### src/rtl/rtcbcd_pkg.sv
// Shared types, constants and helper functions for the RTC date/time register decoder.
// Used by every module of the block; no dependencies of its own.
package rtcbcd_pkg;

  localparam int BASE_YEAR = 2000;
  localparam int LAST_YEAR = 2199;
  localparam int YEAR_W    = 12;

  localparam int BASE_MOD100 = BASE_YEAR % 100;
  localparam int BASE_CENT   = BASE_YEAR / 100;

  localparam logic [YEAR_W-1:0] BASE_YEAR_V   = YEAR_W'(BASE_YEAR);
  localparam logic [YEAR_W-1:0] LAST_YEAR_V   = YEAR_W'(LAST_YEAR);
  localparam logic [YEAR_W-1:0] CENTURY_YEARS = YEAR_W'(100);
  localparam logic [6:0]        BASE_MOD100_V = 7'(BASE_MOD100);
  localparam logic [1:0]        BASE_CENT_LO  = 2'(BASE_CENT % 4);

  typedef enum logic [1:0] {
    RC_OK       = 2'd0,
    RC_OSC_STOP = 2'd1,
    RC_BAD_BCD  = 2'd2,
    RC_BAD_DATE = 2'd3
  } result_code_t;

  typedef struct packed {
    logic [7:0] seconds_byte;
    logic [7:0] minutes_byte;
    logic [7:0] hours_byte;
    logic [7:0] weekday_byte;
    logic [7:0] date_byte;
    logic [7:0] month_byte;
    logic [7:0] year_byte;
    logic [7:0] status_byte;
  } in_req_t;

  typedef struct packed {
    result_code_t      result_code;
    logic [YEAR_W-1:0] out_year;
    logic [3:0]        out_month;
    logic [4:0]        out_day;
    logic [2:0]        out_weekday;
    logic [4:0]        out_hour;
    logic [5:0]        out_minute;
    logic [5:0]        out_second;
  } out_res_t;

  // Fields after BCD decode, with the error flags found on the way
  typedef struct packed {
    logic       osc_stop;
    logic       bcd_err;
    logic       h12_err;
    logic [6:0] sec;
    logic [6:0] min;
    logic [5:0] hr;
    logic [2:0] wd;
    logic [5:0] day;
    logic [4:0] mon;
    logic [6:0] yr2;
    logic       century;
  } fields_t;

  function automatic logic bcd_ok(input logic [7:0] v);
    return (v[7:4] <= 4'd9) && (v[3:0] <= 4'd9);
  endfunction

  // hi*10 + lo, with the multiply as two shifts
  function automatic logic [6:0] bcd_val(input logic [7:0] v);
    logic [7:0] hi;
    logic [7:0] sum;
    hi  = {4'd0, v[7:4]};
    sum = (hi << 3) + (hi << 1) + {4'd0, v[3:0]};
    return sum[6:0];
  endfunction

  function automatic logic [4:0] month_days(input logic [3:0] m, input logic leap);
    logic [4:0] d;
    case (m)
      4'd2:                      d = leap ? 5'd29 : 5'd28;
      4'd4, 4'd6, 4'd9, 4'd11:   d = 5'd30;
      default:                   d = 5'd31;
    endcase
    return d;
  endfunction

endpackage

### src/rtl/rtcbcd_field_check.sv
// Reserved-bit and BCD digit checks plus 12/24-hour conversion for one register snapshot.
// Depends on rtcbcd_pkg.
module rtcbcd_field_check (
  input  rtcbcd_pkg::in_req_t   req,
  output rtcbcd_pkg::fields_t   fld
);

  logic       rsv_err;
  logic       dig_err;
  logic       hr_dig_err;
  logic [6:0] h12;
  logic [6:0] h12_mod;
  logic [6:0] hr_full;
  logic       h12_err;

  assign rsv_err = req.seconds_byte[7] | req.minutes_byte[7] | req.hours_byte[7] |
                   (req.weekday_byte[7:3] != 5'd0) | (req.date_byte[7:6] != 2'd0) |
                   (req.month_byte[6:5] != 2'd0);

  assign dig_err = !rtcbcd_pkg::bcd_ok({1'b0, req.seconds_byte[6:0]}) |
                   !rtcbcd_pkg::bcd_ok({1'b0, req.minutes_byte[6:0]}) |
                   !rtcbcd_pkg::bcd_ok({2'b0, req.date_byte[5:0]}) |
                   !rtcbcd_pkg::bcd_ok({3'b0, req.month_byte[4:0]}) |
                   !rtcbcd_pkg::bcd_ok(req.year_byte);

  always_comb begin
    h12        = rtcbcd_pkg::bcd_val({3'b0, req.hours_byte[4:0]});
    h12_mod    = (h12 == 7'd12) ? 7'd0 : h12;
    h12_err    = 1'b0;
    if (req.hours_byte[6]) begin
      hr_dig_err = !rtcbcd_pkg::bcd_ok({3'b0, req.hours_byte[4:0]});
      h12_err    = (h12 < 7'd1) || (h12 > 7'd12);
      hr_full    = h12_mod + (req.hours_byte[5] ? 7'd12 : 7'd0);
    end else begin
      hr_dig_err = !rtcbcd_pkg::bcd_ok({2'b0, req.hours_byte[5:0]});
      hr_full    = rtcbcd_pkg::bcd_val({2'b0, req.hours_byte[5:0]});
    end
  end

  always_comb begin
    fld.osc_stop = req.status_byte[7];
    fld.bcd_err  = rsv_err | dig_err | hr_dig_err;
    fld.h12_err  = h12_err;
    fld.sec      = rtcbcd_pkg::bcd_val({1'b0, req.seconds_byte[6:0]});
    fld.min      = rtcbcd_pkg::bcd_val({1'b0, req.minutes_byte[6:0]});
    fld.hr       = hr_full[5:0];
    fld.wd       = req.weekday_byte[2:0];
    fld.day      = 6'(rtcbcd_pkg::bcd_val({2'b0, req.date_byte[5:0]}));
    fld.mon      = 5'(rtcbcd_pkg::bcd_val({3'b0, req.month_byte[4:0]}));
    fld.yr2      = rtcbcd_pkg::bcd_val(req.year_byte);
    fld.century  = req.month_byte[7];
  end

endmodule

### src/rtl/rtcbcd_date_check.sv
// Full year, leap-year month length and range checks; picks the result code and zeroes
// the fields on failure. Depends on rtcbcd_pkg.
module rtcbcd_date_check (
  input  rtcbcd_pkg::fields_t   fld,
  output rtcbcd_pkg::out_res_t  res
);

  logic [rtcbcd_pkg::YEAR_W-1:0] year;
  logic [7:0]                    ysum;
  logic                          ycarry;
  logic [7:0]                    ymod;
  logic [1:0]                    cent_lo;
  logic                          leap;
  logic [4:0]                    mlen;
  logic                          range_err;
  rtcbcd_pkg::result_code_t      code;

  assign year = rtcbcd_pkg::BASE_YEAR_V + {5'd0, fld.yr2} +
                (fld.century ? rtcbcd_pkg::CENTURY_YEARS : '0);

  // Year mod 100 and the low bits of the century number, without a divider
  assign ysum    = {1'b0, rtcbcd_pkg::BASE_MOD100_V} + {1'b0, fld.yr2};
  assign ycarry  = (ysum >= 8'd100);
  assign ymod    = ycarry ? (ysum - 8'd100) : ysum;
  assign cent_lo = rtcbcd_pkg::BASE_CENT_LO + {1'b0, ycarry} + {1'b0, fld.century};
  assign leap    = (year[1:0] == 2'd0) && ((ymod != 8'd0) || (cent_lo == 2'd0));
  assign mlen    = rtcbcd_pkg::month_days(fld.mon[3:0], leap);

  assign range_err = (year < rtcbcd_pkg::BASE_YEAR_V) || (year > rtcbcd_pkg::LAST_YEAR_V) ||
                     (fld.mon < 5'd1) || (fld.mon > 5'd12) ||
                     (fld.day < 6'd1) || (fld.day > {1'b0, mlen}) ||
                     (fld.wd == 3'd0) ||
                     (fld.hr >= 6'd24) || (fld.min >= 7'd60) || (fld.sec >= 7'd60);

  always_comb begin
    if (fld.osc_stop) begin
      code = rtcbcd_pkg::RC_OSC_STOP;
    end else if (fld.bcd_err) begin
      code = rtcbcd_pkg::RC_BAD_BCD;
    end else if (fld.h12_err || range_err) begin
      code = rtcbcd_pkg::RC_BAD_DATE;
    end else begin
      code = rtcbcd_pkg::RC_OK;
    end
  end

  always_comb begin
    res             = '0;
    res.result_code = code;
    if (code == rtcbcd_pkg::RC_OK) begin
      res.out_year    = year;
      res.out_month   = fld.mon[3:0];
      res.out_day     = fld.day[4:0];
      res.out_weekday = fld.wd;
      res.out_hour    = fld.hr[4:0];
      res.out_minute  = fld.min[5:0];
      res.out_second  = fld.sec[5:0];
    end
  end

endmodule

### src/rtl/rtc_bcd_datetime_decode.sv
// Top level of the RTC date/time register decoder: input register, decode logic,
// result register. Depends on rtcbcd_pkg, rtcbcd_field_check, rtcbcd_date_check.
//
// Usage: present the eight raw register bytes (seconds through status) on in_data and
// raise start for one cycle per request. busy stays low, so a request is taken in every
// cycle that start is high; back-to-back requests stream at one per clock.
// Each request yields exactly one result: the request is captured in
// the input register on the accepting edge, decoded by the field and date checks, and
// captured in the result register on the next edge. out_valid is high for that one
// cycle with out_data holding the result code and the decoded date and time (all
// fields zero unless the code is success).
// The receiver cannot stall; a result must be taken in the cycle it is shown.
// Synchronous active-low reset clears the valid pipeline so no result appears until a
// new request arrives; requests in flight at reset are dropped.
module rtc_bcd_datetime_decode (
  input  logic                 clk,
  input  logic                 rst_n,
  input  logic                 start,
  output logic                 busy,
  input  rtcbcd_pkg::in_req_t  in_data,
  output logic                 out_valid,
  output rtcbcd_pkg::out_res_t out_data
);

  rtcbcd_pkg::in_req_t  in_data_r;
  logic                 in_vld_r;
  rtcbcd_pkg::fields_t  fld;
  rtcbcd_pkg::out_res_t res_nxt;
  rtcbcd_pkg::out_res_t res_r;
  logic                 out_vld_r;

  assign busy = 1'b0;

  always_ff @(posedge clk) begin
    if (!rst_n) begin
      in_vld_r  <= 1'b0;
      out_vld_r <= 1'b0;
    end else begin
      in_vld_r  <= start && !busy;
      out_vld_r <= in_vld_r;
    end
  end

  always_ff @(posedge clk) begin
    if (start && !busy) begin
      in_data_r <= in_data;
    end
    if (in_vld_r) begin
      res_r <= res_nxt;
    end
  end

  rtcbcd_field_check u_field_check (
    .req (in_data_r),
    .fld (fld)
  );

  rtcbcd_date_check u_date_check (
    .fld (fld),
    .res (res_nxt)
  );

  assign out_valid = out_vld_r;
  assign out_data  = res_r;

  // Every accepted request comes out through the input and result registers
  a_latency: assert property (@(posedge clk) disable iff (!rst_n)
    (start && !busy) |-> ##2 out_valid)
    else $error("accepted request did not produce a result");

  a_no_phantom: assert property (@(posedge clk) disable iff (!rst_n)
    out_valid |-> $past(start, 2))
    else $error("result without a request");

  a_zero_on_fail: assert property (@(posedge clk) disable iff (!rst_n)
    (out_valid && out_data.result_code != rtcbcd_pkg::RC_OK) |->
      (out_data.out_year == '0 && out_data.out_month == '0 && out_data.out_day == '0 &&
       out_data.out_weekday == '0 && out_data.out_hour == '0 &&
       out_data.out_minute == '0 && out_data.out_second == '0))
    else $error("nonzero field on failed decode");

  a_ok_ranges: assert property (@(posedge clk) disable iff (!rst_n)
    (out_valid && out_data.result_code == rtcbcd_pkg::RC_OK) |->
      (out_data.out_month >= 4'd1 && out_data.out_month <= 4'd12 &&
       out_data.out_day != 5'd0 && out_data.out_weekday != 3'd0 &&
       out_data.out_hour < 5'd24 && out_data.out_minute < 6'd60 &&
       out_data.out_second < 6'd60))
    else $error("successful decode out of range");

  a_osc_priority: assert property (@(posedge clk) disable iff (!rst_n)
    (start && !busy && in_data.status_byte[7]) |->
      ##2 (out_data.result_code == rtcbcd_pkg::RC_OSC_STOP))
    else $error("oscillator-stop flag not reported first");

endmodule

### config.mk
export PLATFORM = sky130hd
export DESIGN_NAME = rtc_bcd_datetime_decode
export DESIGN_NICKNAME = d
export VERILOG_FILES = /design/src/rtl/rtcbcd_pkg.sv /design/src/rtl/rtcbcd_field_check.sv /design/src/rtl/rtcbcd_date_check.sv /design/src/rtl/rtc_bcd_datetime_decode.sv
export SDC_FILE = /design/constraint.sdc
export NUM_CORES = 1
export LEC_CHECK = 0
export ABC_CLOCK_PERIOD_IN_PS = 5670
export BUFFER_PORTS_ARGS = -buffer_cell sky130_fd_sc_hd__buf_2
export CAP_MARGIN = 20
export CELL_PAD_IN_SITES_DETAIL_PLACEMENT = 1
export CELL_PAD_IN_SITES_GLOBAL_PLACEMENT = 1
export CORE_UTILIZATION = 46
export CTS_BUF_LIST = sky130_fd_sc_hd__clkbuf_4
export DETAILED_ROUTE_END_ITERATION = 8
export PLACE_DENSITY = 0.89
export RECOVER_POWER = 25
export SYNTH_ARGS = -nofsm -noshare
export SYNTH_HDL_FRONTEND = slang
export SYNTH_HIERARCHICAL = 1
export SYNTH_SLANG_ARGS = --single-unit
### constraint.sdc
create_clock -name clk -period 5.67 [get_ports clk]
set_input_delay 0.2835 -clock clk [delete_from_list [all_inputs] [get_ports clk]]
set_output_delay 0.2835 -clock clk [all_outputs]
set_load 0.005 [all_outputs]
==> metrics.csv, run 1 <==
metric;value;unit
Rows;38;
Layout area overhead;24.2;%
remaining global-route overflow;0;
# nets final;634;
worst-margin pin slew;3.21;ns
Critical Path End;out_data[24];
Worst Hold Slack;0.0362;ns
Clock power frac;23.7;%
Slew Viols, Final;59;
placer congestion estimate;0.775;
die extent in y;107;µm
Crit-path slowest cell;a2111oi_4;
Slew HR;-114;%
final instance area;6350;µm²
worst skew pair latency;0.46;ns
Routed Antenna Nets;0;
TritonCTS buffer count;9;
Setup Crit Path Kind;reg2reg;
Iter 0 DRT Violations;101;
Final WS setup;0.295;ns
Worst setup SP type;register;
kind of end point of the critical path;register;
vias in the first global route;3722;
Root Driver;clkbuf_4;
critical path buffer and inverter count;4;
fin crit period;5.37;ns
DR WL/cell;18.0;µm
Sequential Power Share;51.1;%
largest net degree at the start of global routing;59;
status;finished, violations left;
critical path depth in cells;19;
HP Start;in_data[34];
Core ar.;10800;µm²
WP data required;5.97;ns
dpl ws;0.506;ns
Clock transition at path regs;0.17;ns
CP arrival;5.68;ns
Placed Area;5660;µm²
R2R Setup Slk;0.30;ns
sw power;516;µW
DRC violation count after routing;0;
Setup crit start;in_data_r[12];
Switching Fraction;28.7;%
final cycle utilization of the critical path;94.8;%
CTS tree;done;
Worst Hold Class;in2reg;
first-pass GRT wire length;18.7;mm
Synth Instances;367;
Via Count;3383;
Initial Utilization;47.2;%
TritonRoute pass-1 iters;4;
leakage power;0.00255;µW
RR Startpoint;in_data_r[12];
clk_skew;0.0355;ns
Mapped Area;5110;µm²
Final Hold Vio Count;0;
Syn Nets;483;
Port Buffers;103;
drt total wl;12.0;mm
Die Area;11500;µm²
max-cap violation count;1;
HPWL Detailed;7.98;mm
vias per cell;5.09;
Comb power frac;25.1;%
Critical R2R Capture;out_data[24];
Total GRT Usage;22.2;%
cell repeated most along the worst path;ha_1;
Chip Width;107;µm
post-CTS setup buffer count;0;
internal power;1280;µW
Worst path max stage delay;0.77;ns
Cell Pwr Density;283;nW/µm²
Critical Path, Cell by Cell;inv_1 > fa_1 > inv_1 > ha_1 > a21o_1 > a21oi_1 > xnor2_1 > ha_1 > ha_1 > and2b_1 > o21a_1 > nor2_1 > ha_1 > inv_1 > o21a_1 > a2111o_1 > a2111oi_4 > buf_4 > and2_1;
failing checks;capacitance limit, slew limit;
CP Max Fanout;17;
clock sink total;102;
FF-to-FF path depth;19;
initial antenna violation count;1;
Max IR drop VDD;0.159;mV
# fillers;1109;
fraction of layout cells with a size suffix above 1;23.5;%
IO Pins;112;
YS warnings;6;
cells resized by post-CTS repair;0;
clk buf depth;2;
setup TNS;0;ns
Max Clk Rate;186;MHz
CP top delay family;compound AO/OA/AOI/OAI gates;
syn_area_per_cell;13.9;µm²
htree depth;3;
setup violators final;0;
-- power groups by stage --
stage / combinational (µW) / clock, µW / sequential [µW]
6_report: 452 / 426 / 918
3_5_place_dp: 418 / 0 / 934
2_1_floorplan: 301 / 0 / 923
5_1_grt: 506 / 463 / 926
3_3_place_gp: 386 / 0 / 928
4_1_cts: 451 / 433 / 916
-- timing repair --
item	4_1_cts	5_1_grt
hold buffers	54	0
setup endpoints to repair	0	0
hold endpoints to repair	54	0
-- how the worst min path moves through the flow --
stage,end,slack [ns],depth (start not counted)
after floorplan,in_data_r[10],0.38,0
after global placement,in_data_r[21],0.46,1
after detailed placement,in_data_r[49],0.46,1
after CTS,in_data_r[34],0.004,1
after global routing,in_data_r[34],0.01,1
final,in_data_r[34],0.04,1
-- cells in the final DEF (no fill, tap or decap), drive strengths merged, types with 14 or more instances in the layout --
| master | instances |
|---|---|
| o21ai | 14 |
| a21oi | 15 |
| buf | 96 |
| inv | 26 |
| dlygate4sd3 | 54 |
| clkbuf | 21 |
| and2 | 42 |
| edfxtp | 100 |
| ha | 41 |
| xnor2 | 14 |
-- final cells by class --
class                   instances  area, µm²  share of cell area [%]
flip-flops and latches        102       3040                    47.9
inverters                      26       97.6                    1.54
well taps                     140        175                    2.76
multi-input cells             219       1810                    28.5
clock buffers                  11       82.6                    1.30
diodes                          2       5.00                  0.0788
repair buffers                160       1060                    16.7
clock inverters                 5       76.3                    1.20
-- registers in the layout, indices dropped and copies added, names as in the netlist --
register	flops
in_data_r	57
in_vld_r	1
out_data	43
out_valid	1
-- stage by stage --
step / util, % / std cells / power (µW)
after floorplan: - / 367 / 1220
after global placement: 52.3 / 593 / 1310
after detailed placement: 52.3 / 593 / 1350
after CTS: 58.7 / 663 / 1800
after global routing: 58.6 / 665 / 1900
final: 58.6 / 665 / 1800
-- routing by layer --
layer  global-route usage, %  part of all wire [%]  up-vias
met2                    42.3                    56       75
met1                    23.7                    39     1659
met3                    3.57                   3.0       19
li1                        -                     -     1630
met5                       0                     0        -
met4                    10.4                   2.0        0
(Power assumes the default switching activity.)
==> inputs of run 2 (changes only) <==
==> constraint.sdc (replaced) <==
create_clock -name clk -period 5.67 [get_ports clk]
set_input_delay 0.567 -clock clk [delete_from_list [all_inputs] [get_ports clk]]
set_output_delay 0.567 -clock clk [all_outputs]
set_load 0.02 [all_outputs]
==> run 2 against run 1 <==
- clock-buffer cell count fell by 2
- non-clock buffer count fell by 54
- via count fell by 5.2%
- clock power rose by 10%
- largest cell class unchanged
- the flow still finishes with violations (capacitance limit, slew limit)
- sequential power barely moved
- clock skew fell by 0.018 ns
==> metrics.csv, run 2 (synthesis results as in run 1) <==
metric;value;unit;change
Slew Viols, Final;59;;unchanged
cells resized by post-CTS repair;0;;unchanged
CP Max Fanout;17;;unchanged
Placed Area;5660;µm²;unchanged
final cycle utilization of the critical path;93.0;%;-1.8 points
setup violators final;0;;unchanged
fraction of layout cells with a size suffix above 1;27.3;%;+3.8 points
Worst setup SP type;register;;
Worst path max stage delay;0.72;ns;-0.05 ns
Via Count;3208;;-5.2%
Clock transition at path regs;0.16;ns;about the same
biggest registers after layout;in_data_r x57, out_data x43;;
DRC violation count after routing;0;;unchanged
FF-to-FF path depth;20;;+1
WHS Path Cells;1;;unchanged
RSZ-0062 raised after global routing;no;;
vias per cell;5.27;;+3.5%
largest net degree at the start of global routing;59;;unchanged
TritonCTS buffer count;9;;unchanged
clk buf depth;2;;unchanged
post-CTS setup buffer count;0;;unchanged
met1 Use GR;20.8;%;-2.9 points
drt total wl;10.5;mm;-12%
GR Layer Usage met3;3.63;%;+0.061 points
HP Start;in_data[8];;
critical path depth in cells;20;;+1
Total GRT Usage;19.4;%;-2.8 points
commonest non-fill, non-tap cells in the layout;edfxtp_1 (100), buf_2 (98), and2_1 (41), ha_1 (41), inv_1 (26);;
worst skew pair latency;0.45;ns;about the same
remaining global-route overflow;0;;unchanged
Layout area overhead;14.3;%;
Slew HR;-115;%;-0.61 points
Largest register FFs;57;;unchanged
Port Buffers;103;;unchanged
first-pass GRT wire length;16.6;mm;-11%
vias in the first global route;3419;;-8.1%
clock sink total;102;;unchanged
leakage power;0.00235;µW;-7.8%
max-cap violation count;1;;unchanged
Initial Utilization;47.2;%;unchanged
Ant. Diodes;0;;-2
Max IR drop VDD;0.155;mV;-2.6%
grt met2 use;36.3;%;-5.9 points
DR WL/cell;17.3;µm;-4.0%
Die Area;11500;µm²;unchanged
initial antenna violation count;0;;-1
fin crit period;5.27;ns;-0.101 ns
TritonRoute pass-1 iters;4;;unchanged
WP data required;5.99;ns;+0.02 ns
kind of end point of the critical path;register;;
Final WS setup;0.397;ns;+0.101 ns
Iter 0 DRT Violations;99;;-2.0%
die extent in y;107;µm;unchanged
Worst Hold Class;in2reg;;
setup TNS;0;ns;unchanged
Critical Path, Cell by Cell;inv_1 > fa_1 > fa_1 > inv_1 > a21o_1 > a21oi_1 > xnor2_1 > inv_1 > ha_1 > inv_1 > ha_1 > o21a_1 > nor2_1 > ha_1 > inv_1 > o21a_1 > a2111o_1 > a2111oi_4 > buf_4 > and2_1;;
final design utilization;53.9;%;-4.7 points
Max Clk Rate;190;MHz;+1.9%
final instance area;5840;µm²;-8.0%
critical path buffer and inverter count;6;;+2
Routed Antenna Nets;0;;unchanged
cell repeated most along the worst path;inv_1;;
Biggest register;in_data_r;;
Root Driver;clkbuf_4;;
Final Hold Vio Count;0;;unchanged
htree depth;3;;unchanged
CP top delay family;adder cells;;
failing checks;capacitance limit, slew limit;;
CP arrival;5.59;ns;-0.09 ns
global route hottest layer;met2;;
RR Startpoint;in_data_r[14];;
HPWL Detailed;7.87;mm;-1.4%
Rows;38;;unchanged
Setup Crit Path Kind;reg2reg;;
R2R Setup Slk;0.40;ns;+0.10 ns
post-cts hold buffer count;0;;-100%
status;finished, violations left;;
overall power;1840;µW;+2.4%
Crit-path slowest cell;a2111oi_4;;
clk_skew;0.0171;ns;-0.0184 ns
CTS tree;done;;
Hold EP;in_data_r[8];;
Cell Pwr Density;315;nW/µm²;+11%
worst-margin pin slew;3.22;ns;+0.00922 ns
IO Pins;112;;unchanged
most common cell after layout, fill and taps aside;edfxtp_1;;
dpl ws;0.482;ns;-0.0248 ns
Core ar.;10800;µm²;unchanged
Critical R2R Capture;out_data[7];;
placer congestion estimate;0.776;;+0.10%
Chip Width;107;µm;unchanged
# nets final;580;;-8.5%
## run 2: cell type report
cell class | instances | area [µm²]
Multi-Input combinational cell | 219 | 1810
Sequential cell | 102 | 3040
Tap cell | 140 | 175
Clock inverter | 7 | 121
Inverter | 26 | 97.6
Timing Repair Buffer | 106 | 528
Clock buffer | 9 | 67.6
Fill cell | 1127 | 5000
## run 2: worst max-delay path by stage
| stage | from | end | slack, ns |
|---|---|---|---|
| 2_1_floorplan | in_data_r[11] | out_data[38] | 1.22 |
| 3_3_place_gp | in_data_r[11] | out_data[21] | 0.67 |
| 3_5_place_dp | in_data_r[11] | out_data[17] | 0.48 |
| 4_1_cts | in_data_r[14] | out_data[17] | 0.36 |
| 5_1_grt | in_data_r[14] | out_data[22] | 0.11 |
| 6_report | in_data_r[14] | out_data[7] | 0.40 |
## run 2: per-stage QoR
stage | instances | hold WS (ns)
4_1_cts | 609 | 0.233
5_1_grt | 609 | 0.235
6_report | 609 | 0.276
3_3_place_gp | 593 | 0.507
3_5_place_dp | 593 | 0.525
2_1_floorplan | 367 | 0.588
## run 2: power by group
part           switching (µW)  internal [µW]
Clock                     243            226
Combinational             266            188
Sequential               33.1            883
## run 2: routing by layer
layer	part of all wire [%]	wire length (µm)	vias up
met5	0	0	-
li1	-	-	1519
met2	54	5640	92
met3	3.8	400	25
met1	40	4170	1572
met4	2.9	310	0
==> inputs of run 3 (changes only) <==
CORE_ASPECT_RATIO = 1.2   (was default)
==> run 3 against run 2 <==
- power decreased by 5.0%
- final area decreased by 1.1%
- setup slack improved by 0.12 ns
- sequential share of layout area increased by 0.56 points
- via count decreased by 1.0%
- clock-buffer cell count increased by 1
- critical path type unchanged
- die area about the same
- largest cell class unchanged
- critical path depth decreased by 1
- routed wire length decreased by 1.9%
- critical endpoint is now out_data[23]
- worst hold slack got worse by 0.015 ns
- sequential cell count unchanged
- the run ends with DRC, capacitance limit, slew limit left
==> metrics.csv, run 3 (synthesis results as in run 1) <==
metric;value;unit;change
Worst Hold Slack;0.261;ns;-0.0150 ns
kind of end point of the critical path;register;;
Clock transition at path regs;0.16;ns;about the same
status;finished, violations left;;
Max Clk Rate;194;MHz;+2.2%
Slew HR;-108;%;+6.4 points
Worst Hold Class;in2reg;;
CP Max Fanout;29;;+12
Hold EP;in_data_r[31];;
first-pass GRT wire length;16.8;mm;+1.3%
Iter 0 DRT Violations;89;;-10%
Rows;41;;+7.9%
Slew Viols, Final;59;;unchanged
# nets final;579;;-0.17%
Via Count;3175;;-1.0%
die extent in y;118;µm;+9.4%
max-cap violation count;1;;unchanged
IO Pins;112;;unchanged
vias per cell;5.30;;+0.62%
Clock power frac;22.1;%;-3.4 points
post-cts hold buffer count;0;;unchanged
sw power;537;µW;-1.2%
largest net degree at the start of global routing;59;;unchanged
Initial Utilization;47.9;%;+0.75 points
dpl ws;0.524;ns;+0.0419 ns
DR WL/cell;17.2;µm;-0.25%
commonest non-fill, non-tap cells in the layout;edfxtp_1 (100), buf_2 (96), and2_1 (41), ha_1 (41), inv_1 (26);;
DRC violation count after routing;4;;+4
fin crit period;5.16;ns;-0.115 ns
RR Startpoint;in_data_r[12];;
Placed Area;5640;µm²;-0.38%
WP data required;6.00;ns;about the same
TritonRoute pass-1 iters;9;;+5
cell repeated most along the worst path;ha_1;;
FF-to-FF path depth;19;;-5.0%
clk buf depth;2;;unchanged
cells resized by post-CTS repair;0;;unchanged
Comb power frac;25.5;%;+0.8 points
htree depth;3;;unchanged
CTS tree;done;;
initial antenna violation count;2;;+2
Biggest register;in_data_r;;
worst-margin pin slew;3.13;ns;-0.0960 ns
WHS Path Cells;1;;unchanged
Die Area;11500;µm²;about the same
Critical R2R Capture;out_data[23];;
Total GRT Usage;19.3;%;-0.074 points
failing checks;DRC, capacitance limit, slew limit;;
final instance area;5780;µm²;-1.1%
post-CTS setup buffer count;0;;unchanged
Root Driver;clkbuf_4;;
remaining global-route overflow;0;;unchanged
worst skew pair latency;0.46;ns;about the same
RSZ-0062 raised after global routing;no;;
TritonCTS buffer count;9;;unchanged
Sequential Power Share;52.4;%;+2.6 points
drt total wl;10.3;mm;-1.9%
Crit-path slowest cell;a2111oi_4;;
Largest register FFs;57;;unchanged
fraction of layout cells with a size suffix above 1;26.7;%;-0.58 points
leakage power;0.00231;µW;-1.8%
internal power;1210;µW;-6.6%
Critical Path, Cell by Cell;inv_1 > fa_1 > inv_1 > ha_1 > a21o_1 > a21oi_1 > xnor2_1 > ha_1 > ha_1 > and2b_1 > o21a_1 > nor2_1 > ha_1 > inv_1 > o21a_1 > a2111o_1 > a2111oi_4 > buf_4 > and2_1;;
Core ar.;10700;µm²;-1.6%
Layout area overhead;13.0;%;
Routed Antenna Nets;0;;unchanged
placer congestion estimate;0.791;;+1.9%
setup violators final;0;;unchanged
HPWL Detailed;8.00;mm;+1.6%
biggest registers after layout;in_data_r x57, out_data x43;;
Worst setup SP type;register;;
Cell Pwr Density;302;nW/µm²;-4.0%
final cycle utilization of the critical path;91.0;%;-2.0 points
Switching Fraction;30.7;%;+1.2 points
vias in the first global route;3515;;+2.8%
Chip Width;98.3;µm;-8.5%
HP Start;in_data[31];;
most common cell after layout, fill and taps aside;edfxtp_1;;
final design utilization;54.2;%;+0.27 points
setup TNS;0;ns;unchanged
clock sink total;102;;unchanged
Max IR drop VDD;0.148;mV;-4.8%
Final Hold Vio Count;0;;unchanged
Port Buffers;103;;unchanged
Final WS setup;0.512;ns;+0.115 ns
R2R Setup Slk;0.51;ns;+0.12 ns
clk_skew;0.0151;ns;-0.00201 ns
Worst path max stage delay;0.66;ns;-0.06 ns
Setup Crit Path Kind;reg2reg;;
CP arrival;5.49;ns;-0.10 ns
## run 3: changes by cell type in the layout (fill, tap and decap cells not counted), sizes merged
cell      delta
clkinv       -2
clkinvlp     +3
diode        +2
buf          -3
bufinv       -2
clkbuf       +3
## run 3: layout make-up
type | instances | area, µm²
fill | 1105 | 4890
sequential | 102 | 3040
multi-input combinational | 219 | 1810
timing repair buffer | 105 | 518
tap | 129 | 161
inverter | 26 | 97.6
clock buffer | 10 | 75.1
clock inverter | 6 | 70.1
antenna | 2 | 5.00
## run 3: worst max path at each step
stage,from,to,depth (start not counted)
final,in_data_r[12],out_data[23],19
after global routing,in_data_r[12],out_data[23],19
after floorplan,in_data_r[11],out_data[38],19
after CTS,in_data_r[11],out_data[23],19
after detailed placement,in_data_r[11],out_data[12],19
after global placement,in_data_r[11],out_data[28],19
## run 3: routing by layer
metal | up-vias | GRT usage, % | part of all wire, %
li1 | 1516 | - | -
met1 | 1542 | 20.4 | 37
met2 | 94 | 35.8 | 55
met3 | 23 | 2.85 | 3.8
met4 | 0 | 11.5 | 3.5
met5 | - | 0 | 0
## run 3: through the flow
step                      instances  total power [µW]
after floorplan                 367              1250
after global placement          581              1340
after detailed placement        581              1380
after CTS                       597              1770
after global routing            599              1840
final                           599              1750
## run 3: critical path: cells and delay by family, from the launching register on
kind                     cells  cell delay (ns)
AND/OR/NAND/NOR              3             0.46
XOR/XNOR                     1             0.20
flip-flops                   1             0.39
adder cells (fa/ha/maj)      5             1.74
AO/OA/AOI/OAI                6             1.67
buffers and inverters        4             0.57
## run 3: power by group through the flow
| stage | Clock (µW) | Combinational [µW] | Sequential (µW) |
|---|---|---|---|
| final | 386 | 445 | 916 |
| after global routing | 423 | 494 | 923 |
| after CTS | 401 | 449 | 916 |
| after detailed placement | 0 | 443 | 933 |
| after global placement | 0 | 409 | 927 |
| after floorplan | 0 | 302 | 943 |
